$ cat src/design/bht_pkg.sv
// Shared types, codes and constants for the bucketed hash table.
package bht_pkg;

  localparam int KEY_W            = 31;
  localparam int CMD_W            = 2;
  localparam int STATUS_W         = 3;
  localparam int BUCKET_OUT_W     = 8;
  localparam int SLOT_OUT_W       = 6;
  localparam int CFG_W            = 9;
  localparam int DEF_MAX_BUCKETS  = 256;
  localparam int DEF_SLOTS        = 64;
  localparam logic [CFG_W-1:0] CFG_RESET = 9'd256;

  localparam logic [CMD_W-1:0] CMD_LOOKUP = 2'd0;
  localparam logic [CMD_W-1:0] CMD_INSERT = 2'd1;
  localparam logic [CMD_W-1:0] CMD_DELETE = 2'd2;
  // The spare command code behaves as a plain lookup.
  localparam logic [CMD_W-1:0] CMD_SPARE  = 2'd3;

  localparam logic [STATUS_W-1:0] STS_FOUND    = 3'd0;
  localparam logic [STATUS_W-1:0] STS_INSERTED = 3'd1;
  localparam logic [STATUS_W-1:0] STS_ABSENT   = 3'd2;
  localparam logic [STATUS_W-1:0] STS_DELETED  = 3'd3;
  localparam logic [STATUS_W-1:0] STS_FULL     = 3'd4;

  typedef struct packed {
    logic [CMD_W-1:0] command;
    logic [KEY_W-1:0] key;
  } bht_in_t;

  typedef struct packed {
    logic [STATUS_W-1:0]     status;
    logic [BUCKET_OUT_W-1:0] bucket_index;
    logic [SLOT_OUT_W-1:0]   slot_index;
  } bht_out_t;

  typedef enum logic [2:0] {
    ST_CLEAR, ST_IDLE, ST_DIV, ST_BASE, ST_SCAN, ST_DRAIN, ST_FINISH
  } bht_state_t;

  typedef struct packed {
    logic clear_step;
    logic load;
    logic div_step;
    logic base_load;
    logic scan_step;
    logic finish;
  } bht_cmd_t;

  typedef struct packed {
    logic clear_last;
    logic div_last;
    logic scan_last;
    logic out_busy;
  } bht_sts_t;

endpackage

$ cat src/design/bht_ctrl.sv
// Sequencing state machine for the bucketed hash table.
module bht_ctrl (
  input  logic              clk,
  input  logic              rst_n,
  input  logic              in_valid,
  output logic              in_ready,
  input  bht_pkg::bht_sts_t sts,
  output bht_pkg::bht_cmd_t cmd
);
  import bht_pkg::*;

  bht_state_t state_r, state_nxt;

  always_ff @(posedge clk) begin
    if (!rst_n) begin
      state_r <= ST_CLEAR;
    end else begin
      state_r <= state_nxt;
    end
  end

  always_comb begin
    state_nxt = state_r;
    cmd       = '0;
    in_ready  = 1'b0;
    case (state_r)
      ST_CLEAR: begin
        cmd.clear_step = 1'b1;
        if (sts.clear_last) state_nxt = ST_IDLE;
      end
      ST_IDLE: begin
        in_ready = 1'b1;
        if (in_valid) begin
          cmd.load  = 1'b1;
          state_nxt = ST_DIV;
        end
      end
      ST_DIV: begin
        cmd.div_step = 1'b1;
        if (sts.div_last) state_nxt = ST_BASE;
      end
      ST_BASE: begin
        cmd.base_load = 1'b1;
        state_nxt     = ST_SCAN;
      end
      ST_SCAN: begin
        cmd.scan_step = 1'b1;
        if (sts.scan_last) state_nxt = ST_DRAIN;
      end
      ST_DRAIN: begin
        state_nxt = ST_FINISH;
      end
      ST_FINISH: begin
        if (!sts.out_busy) begin
          cmd.finish = 1'b1;
          state_nxt  = ST_IDLE;
        end
      end
      default: begin
        state_nxt = ST_IDLE;
      end
    endcase
  end

endmodule

$ cat config.mk
export PLATFORM = sky130hd
export DESIGN_NAME = bht_ctrl
export DESIGN_NICKNAME = d
export VERILOG_FILES = /design/src/design/bht_pkg.sv /design/src/design/bht_ctrl.sv
export SDC_FILE = /design/constraint.sdc
export NUM_CORES = 1
export LEC_CHECK = 0
export BUFFER_PORTS_ARGS = -buffer_cell sky130_fd_sc_hd__buf_2
export CAP_MARGIN = 20
export CORE_AREA = 2 2 39 41
export DETAILED_ROUTE_END_ITERATION = 10
export DIE_AREA = 0 0 41 43
export GPL_TIMING_DRIVEN = 0
export PLACE_DENSITY = 0.48
export SYNTH_ARGS = -nofsm -noshare
export SYNTH_HDL_FRONTEND = slang
export SYNTH_SLANG_ARGS = --single-unit
$ cat constraint.sdc
create_clock -name clk -period 1.65 [get_ports clk]
set_input_delay 0.33 -clock clk [delete_from_list [all_inputs] [get_ports clk]]
set_output_delay 0.33 -clock clk [all_outputs]
set_load 0.02 [all_outputs]
==> results by group, run 1 <==
Timing
  • Hold Fails Final Rpt: 0
  • Final Max Slew Viols: 0
  • Skew final: about 3.2 ps
  • Worst slew pin tran: 250 ps
  • Final worst-path cycle share: 0.954
  • Minimum clock period after layout: ~1600 ps
  • Setup TNS Final: 0 ps
  • # setup viols final: 0
  • RSZ-0062 raised after global routing: no
  • Relative slew slack: 0.832
  • Fmax: around 640 MHz

Synth
  • Post-Syn Instances: 34
  • Synth Register Bits: 3
  • Synthesized cell area: 284 sq um
  • Sequential share of the synthesized area: 0.211
  • Yosys cell types: 22
  • Synthesis Warnings: 0
  • Syn Area/Cell: between 8 and 9 sq um
  • Syn_nets: 42

Global routing
  • Met2 Resource Use GR: 0.116
  • Met1 Resource Use GR: 0.109
  • Global-route wire length before repair: 1040 um
  • Largest net degree at the start of global routing: 11
  • Total grt overflow: 0
  • Met3 Use GR: 0.0785
  • GRT Total Usage: 0.0892
  • Vias in the first global route: 271
  • GR peak layer: met2
  • Initial antenna violation count: 0

Place
  • Detailed placer's ending HPWL: ~510 um
  • Post-DP Area: 369 sq um
  • I/O Buffers: 13
  • Routability cong.: ~0.76

Power and ir drop
  • Clock Power Share: 0.211
  • Lkg Pwr: ~0.20 nW
  • Combinational power share: 0.603
  • Cell internal pwr: 347 uW
  • Switching pwr: ~260 uW
  • VDD IR max: roughly 0.57 mV
  • Switching Fraction: 0.431
  • Power per Cell Area: 1480 nW/um^2
  • Sequential Power Share: 0.186

Detailed routing
  • DRC errors left: 0
  • Routed WL: 645 um
  • Iter 0 DRT Violations: 6
  • DRT Pass-1 Iters: 3
  • Wire length per cell: ~9.5 um
  • Total number of vias: 301
  • Post-DRT Antenna Nets: 0
  • Via/cell ratio: ~4.4

Floorplan
  • Die ar.: 1760 sq um
  • Width of the die: 41 um
  • Core Region: ~1400 sq um
  • Starting Density: 0.205
  • Height of the die: 43 um
  • Row cnt: 14
  • Top Ports: 14

Min path
  • Worst min path class: in -> reg

Layout
  • Layout Area Growth over Synthesis: 44.9%
  • Largest registers: state_r (3)
  • Share of layout cells above drive strength 1: 0.481
  • Largest reg by FF count: state_r
  • Max reg flops: 3
  • FILL cells: between 150 and 200
  • Finished Cell Area: approximately 400 sq um
  • Nets: roughly 60
  • ANT cells: 0

Clocking
  • Clk sink count: 3
  • Clock root buffer master: clkbuf_4
  • Clk slew on worst S/H paths: approximately 40 ps
  • Inserted Clock Buffers: 3
  • H-tree depth: 1
  • Clock latency at the later pin of the worst-skew pair: between 200 and 250 ps
  • CTS tree: done
  • CTS Buffer Depth: 2

Critical path
  • Setup crit start kind: flip-flop
  • Worst EP arrival: 1240 ps
  • Crit path top cell by count: buf_6
  • Setup CP Type: reg -> out
  • Crit Path Max Fanout: 10
  • CP max-delay cell: dfxtp_1
  • Worst setup EP type: primary output
  • CP peak stage delay: about 310 ps
  • CP required: around 1300 ps
  • Critical path cell sequence: buf_6, nor3b_4, and2_4, buf_6

Run
  • Maxcap violations: 0

Run status
  • Status: finished clean
## kinds of logic after synthesis
group | count (synthesis) | share of synthesized area
muxes | 1 | 0.0352
buffers and inverters | 5 | 0.119
xor gates and xnor gates | 1 | 0.0308
AOI/OAI and AO/OA | 6 | 0.189
adders and majority gates | 1 | 0.0440
and+or+nand+nor | 17 | 0.370
DFF | 3 | 0.211
## per-layer routing
layer / share of wire / wire [um] / up-vias
li1: - / - / 158
met1: 0.50 / 325 / 133
met2: 0.42 / 270 / 10
met3: 0.074 / 48 / 0
met4: 0 / 0 / 0
met5: 0 / 0 / -
## placed cells by master, fill, tap and decap left out, types with 2 or more instances in the layout
cell type,count
buf_6,3
clkbuf_4,3
dfxtp_1,2
nor2_1,4
nand2_1,2
inv_1,3
a211oi_1,2
nor3_1,3
buf_2,12
## critical path: cells and delay by family, from the launching register on
| family | cells | cell delay (ps) |
|---|---|---|
| buf+inv | 2 | 250 |
| simple gates | 2 | 440 |
| flops | 1 | 310 |
## power groups by stage
stage | Combinational, mW | Sequential [mW] | Clock, mW
CTS | 0.348 | 0.112 | 0.137
floorplan | 0.270 | 0.108 | 0
global placement | 0.349 | 0.112 | 0
global route | 0.406 | 0.116 | 0.143
detailed placement | 0.347 | 0.112 | 0
finish | 0.367 | 0.114 | 0.128
## repair_timing
action	in CTS	in global routing
setup endpoints to repair	1	2
pin swaps	1	2
setup buffers	0	1
resized for setup	0	4
gates cloned	0	0
hold buffers	0	0
## per-stage QoR
step,hold slack [ps],power (mW),instances,setup WS (ps),util
6_report,356,0.609,68,76.7,0.297
5_1_grt,352,0.665,68,1.54,0.297
4_1_cts,349,0.596,67,9.86,0.286
3_5_place_dp,599,0.459,63,253,0.267
3_3_place_gp,602,0.462,63,245,0.267
2_1_floorplan,458,0.378,34,254,-
## synthesized netlist by cell type
cell type,instances,area [sq um]
nor2_1,4,15.0
nand2b_1,1,6.26
mux2i_1,1,10.0
o311a_1,1,10.0
nand2_2,1,6.26
nand2_1,2,7.51
nor3b_4,1,18.8
a211oi_1,2,15.0
nand3_1,1,5.00
o2111ai_2,1,15.0
xor2_1,1,8.76
nor4_1,1,6.26
and2_2,1,7.51
inv_1,3,11.3
nor4b_1,1,8.76
a21oi_1,1,5.00
ha_1,1,12.5
nand2b_2,1,8.76
a31o_1,1,8.76
nor3_1,3,15.0
dfxtp_1,3,60.1
buf_6,2,22.5
## area by class of cell
cell class	instances	area, sq um	area share
Buffer	2	22.5	0.0547
Tap cell	16	20.0	0.0486
Multi-Input combinational cell	26	191	0.465
Sequential cell	3	61.3	0.149
Inverter	3	11.3	0.0274
Clock buffer	4	26.3	0.0638
Timing Repair Buffer	14	78.8	0.191
## final timing paths
| check | depth (start not counted) | slack (ps) | to | startpoint |
|---|---|---|---|---|
| setup / recovery | 4 | 80 | cmd[4] | state_r[2]$_SDFFE_PN0P_ |
| hold / removal | 2 | 360 | state_r[1]$_SDFFE_PN0P_ | rst_n |
| setup reg to reg | 5 | 260 | state_r[1]$_SDFFE_PN0P_ | state_r[1]$_SDFFE_PN0P_ |
| hold reg to reg | 3 | 680 | state_r[2]$_SDFFE_PN0P_ | state_r[2]$_SDFFE_PN0P_ |
Power figures use the tool's default switching activity.
==> run 2: changes to the inputs <==
--- a/config.mk
+++ b/config.mk
@@ -5,6 +5,7 @@
 export SDC_FILE = /design/constraint.sdc
 export NUM_CORES = 1
 export LEC_CHECK = 0
+export ABC_AREA = 1
 export BUFFER_PORTS_ARGS = -buffer_cell sky130_fd_sc_hd__buf_2
 export CAP_MARGIN = 20
 export CORE_AREA = 2 2 39 41
==> run 2 against run 1 <==
Final area down 2.7%. Sequential share of layout area is 0.73 points higher. Sequential power grew 53%. First-iteration DRC count down 50%. Wire length is 16% higher. Area after synthesis is 1.8% lower. Critical path depth shrank 1. Clock power hardly changed. Maximum frequency rose by 2.0%. Sequential cell count is the same. Count of clock-buffer cells in the layout unchanged. Die area unchanged.
==> results by group, run 2 <==
Clocking
  • CTS Buffer Depth: 2 (unchanged)
  • Clk slew on worst S/H paths: 40 ps (about the same)
  • H-tree depth: 1 (unchanged)
  • Hold_buf cts: 0 (unchanged)
  • Clk sink count: 3 (unchanged)
  • Clock latency at the later pin of the worst-skew pair: 230 ps (about the same)
  • Clock root buffer master: clkbuf_4
  • CTS tree: done
  • Inserted Clock Buffers: 3 (unchanged)

Layout
  • FILL cells: 162 (+6.6%)
  • Most frequent cells in the layout: buf_2 (13), inv_1 (11), nor2_1 (11), nand2_1 (11), nand3_1 (6)
  • Finished Cell Area: 400 sq um (-2.7%)
  • Share of layout cells above drive strength 1: 0.314 (-0.166)
  • Max reg flops: 3 (unchanged)
  • Most common cell after layout, fill and taps aside: buf_2
  • Layout Area Growth over Synthesis: 43.5%
  • ANT cells: 0 (unchanged)
  • Largest reg by FF count: state_r
  • Cell Count, Final, Fillers Out: 86 (+26%)
  • Nets: 79 (+30%)
  • Final core utilization: 0.289 (-0.00814)
  • Largest registers: state_r (3)

Floorplan
  • Starting Density: 0.202 (-0.00362)
  • Top Ports: 14 (unchanged)
  • Width of the die: 41 um (unchanged)
  • Row cnt: 14 (unchanged)
  • Height of the die: 43 um (unchanged)
  • Core Region: 1380 sq um (unchanged)
  • Die ar.: 1760 sq um (unchanged)

Power and ir drop
  • Tot Pwr: 867 uW (+42%)
  • Lkg Pwr: 0.258 nW (+32%)
  • VDD IR max: 0.633 mV (+11%)
  • Power per Cell Area: 2160 nW/um^2 (+46%)

Place
  • Post-DP Area: 364 sq um (-1.4%)
  • Post-place setup slack: 268 ps (+15.4 ps)
  • Post-placement cell count: 82 (+30%)
  • I/O Buffers: 13 (unchanged)
  • Routability cong.: 0.763 (+0.94%)
  • Detailed placer's ending HPWL: 551 um (+7.5%)

Critical path
  • Worst setup EP type: primary output
  • Worst EP arrival: 1210 ps (-30 ps)
  • Critical path cell sequence: inv_2, nor4_1, buf_2
  • Crit Path Max Fanout: 8 (-2)
  • CP peak stage delay: 430 ps (+120 ps)
  • CP required: 1320 ps (about the same)
  • CP max-delay cell: dfxtp_1
  • Critical path buffers and inverters: 2 (unchanged)
  • Delay-heaviest family, CP: flip-flops
  • Setup crit start kind: flip-flop
  • Setup CP Type: reg -> out

Timing
  • Hold Fails Final Rpt: 0 (unchanged)
  • Hold Worst Slack: 342 ps (-13.8 ps)
  • Final worst-path cycle share: 0.935 (-0.0187)
  • RSZ-0062 raised after global routing: no
  • Setup ws final: 108 ps (+30.8 ps)
  • Skew final: 2.72 ps (-0.510 ps)
  • Minimum clock period after layout: 1540 ps (-30.8 ps)
  • Worst slew pin tran: 228 ps (-21.8 ps)
  • Setup TNS Final: 0 ps (unchanged)
  • Fmax: 648 MHz (+2.0%)
  • Final Max Slew Viols: 0 (unchanged)
  • # setup viols final: 0 (unchanged)
  • Relative slew slack: 0.848 (+0.0159)

Detailed routing
  • Via/cell ratio: 4.15 (-6.2%)
  • DRT Pass-1 Iters: 2 (-1)
  • Wire length per cell: 8.66 um (-8.7%)
  • Total number of vias: 357 (+19%)
  • Post-DRT Antenna Nets: 0 (unchanged)
  • Top sig layer: met4
  • DRC errors left: 0 (unchanged)
  • WL met2: 310 um (+15%)
  • Routed WL: 745 um (+16%)
  • Iter 0 DRT Violations: 3 (-3)
  • Wl on met1: 372 um (+14%)
  • WL met3: 47 um (-2.1%)

Synth
  • Synthesized cell area: 279 sq um (-1.8%)
  • Syn_nets: 61 (+45%)
  • Post-synth top cells: inv_1 (12), nor2_1 (12), nand2_1 (11), nand3_1 (6), dfxtp_1 (3)
  • Sequential share of the synthesized area: 0.215 (+0.00379)
  • Top_reg_cell synth: dfxtp_1
  • Ys async rst share: 0 (unchanged)
  • Post-Syn Instances: 53 (+56%)
  • Number of synthesized flops with an enable pin: 0 (unchanged)
  • Yosys cell types: 12 (-45%)
  • Synth Register Bits: 3 (unchanged)
  • Synth area leaders: dfxtp_1 (22%), inv_1 (16%), nor2_1 (16%)
  • Post-synth top area cell: dfxtp_1
  • Syn Area/Cell: 5.26 sq um (-37%)
  • Synthesis Warnings: 0 (unchanged)
  • Share of the synthesized area in the top cell type: 0.215 (+0.00379)

Global routing
  • Global-route wire length before repair: 1080 um (+4.0%)
  • GRT Total Usage: 0.0872 (-0.00200)
  • Initial antenna violation count: 0 (unchanged)
  • Vias in the first global route: 267 (-1.5%)
  • Total grt overflow: 0 (unchanged)
  • Largest net degree at the start of global routing: 9 (-2)

Run status
  • Status: finished clean

Run
  • Maxcap violations: 0 (unchanged)

Min path
  • Worst min path class: in -> reg
==> run 2: timing repair <==
item | CTS | global route
resized for setup | 0 | 5
setup buffers | 0 | 0
endpoints found under the setup margin | 0 | 5
==> run 2: worst paths after layout <==
kind / from / endpoint / slack [ps] / cells past startpoint
setup / recovery: state_r[2]$_SDFFE_PN0P_ / cmd[0] / 110 / 3
hold / removal: rst_n / state_r[2]$_SDFFE_PN0P_ / 340 / 3
setup reg to reg: state_r[2]$_SDFFE_PN0P_ / state_r[1]$_SDFFE_PN0P_ / 420 / 6
hold reg to reg: state_r[1]$_SDFFE_PN0P_ / state_r[1]$_SDFFE_PN0P_ / 560 / 2
==> run 2: power by group <==
| group | switching [mW] | internal, mW |
|---|---|---|
| clock | 0.0397 | 0.0908 |
| sequential | 0.0597 | 0.114 |
| combinational | 0.375 | 0.188 |
==> run 2: cells by family (layout without fill, tap and decap cells) <==
group,count (synthesis),in the layout,share of synthesized area
simple gates,35,35,0.547
flops,3,3,0.215
fa+ha+maj,1,1,0.0448
compound gates,1,1,0.0179
buf+inv,13,30,0.175
==> run 2: worst register-to-register path: stages (launching register included) <==
cell	delay (ps)
dfxtp_1	430
inv_2	120
nand3b_1	160
nand3_1	90
nor2_1	180
nor2_1	70
nor2_1	110
==> run 2: cell type report <==
class,instances,area [sq um],share of cell area
Clock buffer,4,26.3,0.0656
Inverter,13,48.8,0.122
Multi-Input combinational cell,37,178,0.444
Sequential cell,3,62.6,0.156
Tap cell,16,20.0,0.0500
Timing Repair Buffer,13,65.1,0.162
==> run 2: per-layer routing <==
| layer | track usage | vias to the layer above |
|---|---|---|
| li1 | - | 198 |
| met1 | 0.118 | 147 |
| met2 | 0.128 | 10 |
| met3 | 0.0157 | 2 |
| met4 | 0.0400 | 0 |
| met5 | 0 | - |
==> run 3: changes to the inputs <==
==> constraint.sdc (replaced) <==
create_clock -name clk -period 1.56 [get_ports clk]
set_input_delay 0.312 -clock clk [delete_from_list [all_inputs] [get_ports clk]]
set_output_delay 0.312 -clock clk [all_outputs]
set_load 0.02 [all_outputs]
==> run 3 against run 2 <==
Combinational power rose by 6.9%. Sequential cell count unchanged. Critical endpoint is now cmd[4]. Via count unchanged. Critical path depth grew 2. Power up 7.4%. Highest routed layer unchanged. Largest cell class unchanged. Global-route usage unchanged. Final area up 1.6%. Final cell count unchanged.
==> results by group, run 3 (synthesized netlist as in run 2, its figures left out) <==
Layout
  • Nets: 79 (unchanged)
  • Cell Count, Final, Fillers Out: 86 (unchanged)
  • Max reg flops: 3 (unchanged)
  • ANT cells: 0 (unchanged)
  • Most common cell after layout, fill and taps aside: buf_2
  • Largest reg by FF count: state_r
  • Share of layout cells above drive strength 1: 0.343 (+0.0286)
  • FILL cells: 159 (-1.9%)
  • Layout Area Growth over Synthesis: 45.7%
  • Largest registers: state_r (3)
  • Most frequent cells in the layout: buf_2 (13), inv_1 (11), nor2_1 (11)

Detailed routing
  • Routed WL: 745 um (unchanged)
  • Via/cell ratio: 4.15 (unchanged)
  • Post-DRT Antenna Nets: 0 (unchanged)
  • DRC errors left: 0 (unchanged)
  • Total number of vias: 357 (unchanged)
  • Wire length per cell: 8.66 um (unchanged)
  • Iter 0 DRT Violations: 3 (unchanged)
  • DRT Pass-1 Iters: 2 (unchanged)

Place
  • Post-placement cell count: 82 (unchanged)
  • Routability cong.: 0.763 (unchanged)
  • Detailed placer's ending HPWL: 551 um (unchanged)
  • I/O Buffers: 13 (unchanged)
  • Post-place setup slack: 196 ps (-72.0 ps)

Global routing
  • Vias in the first global route: 267 (unchanged)
  • Largest net degree at the start of global routing: 9 (unchanged)
  • Initial antenna violation count: 0 (unchanged)
  • GRT Total Usage: 0.0872 (unchanged)
  • Total grt overflow: 0 (unchanged)
  • Global-route wire length before repair: 1080 um (unchanged)

Critical path
  • Worst setup EP type: primary output
  • Reg-to-reg critical path endpoint: state_r[1]$_SDFFE_PN0P_
  • Worst setup path start: state_r[0]$_SDFFE_PN0P_
  • CP required: 1250 ps (-70 ps)
  • Worst setup path endpoint: cmd[4]
  • Path depth of the worst reg2reg path: 7 (+1)
  • Setup crit start kind: flip-flop
  • Setup CP Type: reg -> out
  • Crit Path Max Fanout: 5 (-3)
  • Reg-to-Reg Start: state_r[1]$_SDFFE_PN0P_
  • Worst R2R Setup Slack: 410 ps (about the same)
  • Worst EP arrival: 1140 ps (-70 ps)

Timing
  • Fmax: just under 700 MHz
  • Final Max Slew Viols: 0 (unchanged)
  • RSZ-0062 raised after global routing: no
  • Setup ws final: 106 ps (-1.18 ps)
  • # setup viols final: 0 (unchanged)
  • Hold Fails Final Rpt: 0 (unchanged)
  • Worst slew pin tran: 207 ps (-21.3 ps)
  • Final worst-path cycle share: 0.932
  • Minimum clock period after layout: ~1500 ps
  • Relative slew slack: 0.861 (+0.0134)
  • Skew final: 3.15 ps (+0.433 ps)
  • Setup TNS Final: 0 ps (unchanged)

Power and ir drop
  • Power per Cell Area: 2290 nW/um^2 (+5.7%)
  • Lkg Pwr: 0.259 nW (+0.39%)
  • VDD IR max: 0.670 mV (+6.0%)

Clocking
  • Clock root buffer master: clkbuf_4
  • Inserted Clock Buffers: 3 (unchanged)
  • Clock latency at the later pin of the worst-skew pair: 230 ps (about the same)
  • CTS Buffer Depth: 2 (unchanged)
  • Clk slew on worst S/H paths: 40 ps (about the same)
  • CTS tree: done
  • Hold_buf cts: 0 (unchanged)
  • CTS-repair resized insts: 3 (+3)
  • H-tree depth: 1 (unchanged)
  • # Post-CTS Setup Buffers: 0 (unchanged)
  • Clk sink count: 3 (unchanged)

Floorplan
  • Starting Density: 0.202 (unchanged)
  • Height of the die: 43 um (unchanged)
  • Top Ports: 14 (unchanged)
  • Width of the die: 41 um (unchanged)
  • Die ar.: 1760 sq um (unchanged)
  • Core Region: 1380 sq um (unchanged)
  • Row cnt: 14 (unchanged)

Run
  • Maxcap violations: 0 (unchanged)

Min path
  • Worst min path class: in -> reg

Run status
  • Status: finished clean
## run 3: cell counts in the layout (fill, tap and decap cells not counted)
No cell type changed its count.
## run 3: stage by stage
step,total power [mW],cell area (sq um),hold slack [ps],utilization
after floorplan,0.597,279,433,-
after global placement,0.751,364,559,0.263
after detailed placement,0.746,364,559,0.263
after CTS,0.901,397,326,0.287
after global routing,1.03,407,334,0.294
final,0.930,407,316,0.294
## run 3: cell type report
type / count / area (sq um) / share of cell area
multi-input combinational: 37 / 180 / 0.443
sequential: 3 / 66.3 / 0.163
timing repair buffer: 13 / 65.1 / 0.160
inverter: 13 / 48.8 / 0.120
clock buffer: 4 / 26.3 / 0.0646
tap: 16 / 20.0 / 0.0492
## run 3: worst min-delay path by stage
stage / start / end / cells after the start
after floorplan: rst_n / state_r[1]$_SDFFE_PN0P_ / 2
after global placement: state_r[2]$_SDFFE_PN0P_ / state_r[2]$_SDFFE_PN0P_ / 2
after detailed placement: state_r[2]$_SDFFE_PN0P_ / state_r[2]$_SDFFE_PN0P_ / 2
after CTS: rst_n / state_r[2]$_SDFFE_PN0P_ / 3
after global routing: rst_n / state_r[2]$_SDFFE_PN0P_ / 3
final: rst_n / state_r[2]$_SDFFE_PN0P_ / 3
## run 3: metal layers
layer	routed length [um]	global-route usage	up-vias
met1	372	0.118	147
met2	311	0.128	10
met5	0	0	-
li1	-	-	198
met4	13	0.0400	0
met3	47	0.0157	2
## run 3: worst max-delay path, stage by stage (launching register included)
cell and delay (ps):
dfxtp_2 360, inv_1 80, nor2_2 140, nand2_2 80, nor2_1 80, buf_2 160
## run 3: power by group
group | total, mW | switching, mW | internal (mW)
clock | 0.138 | 0.0423 | 0.0960
combinational | 0.602 | 0.401 | 0.201
sequential | 0.190 | 0.0626 | 0.128
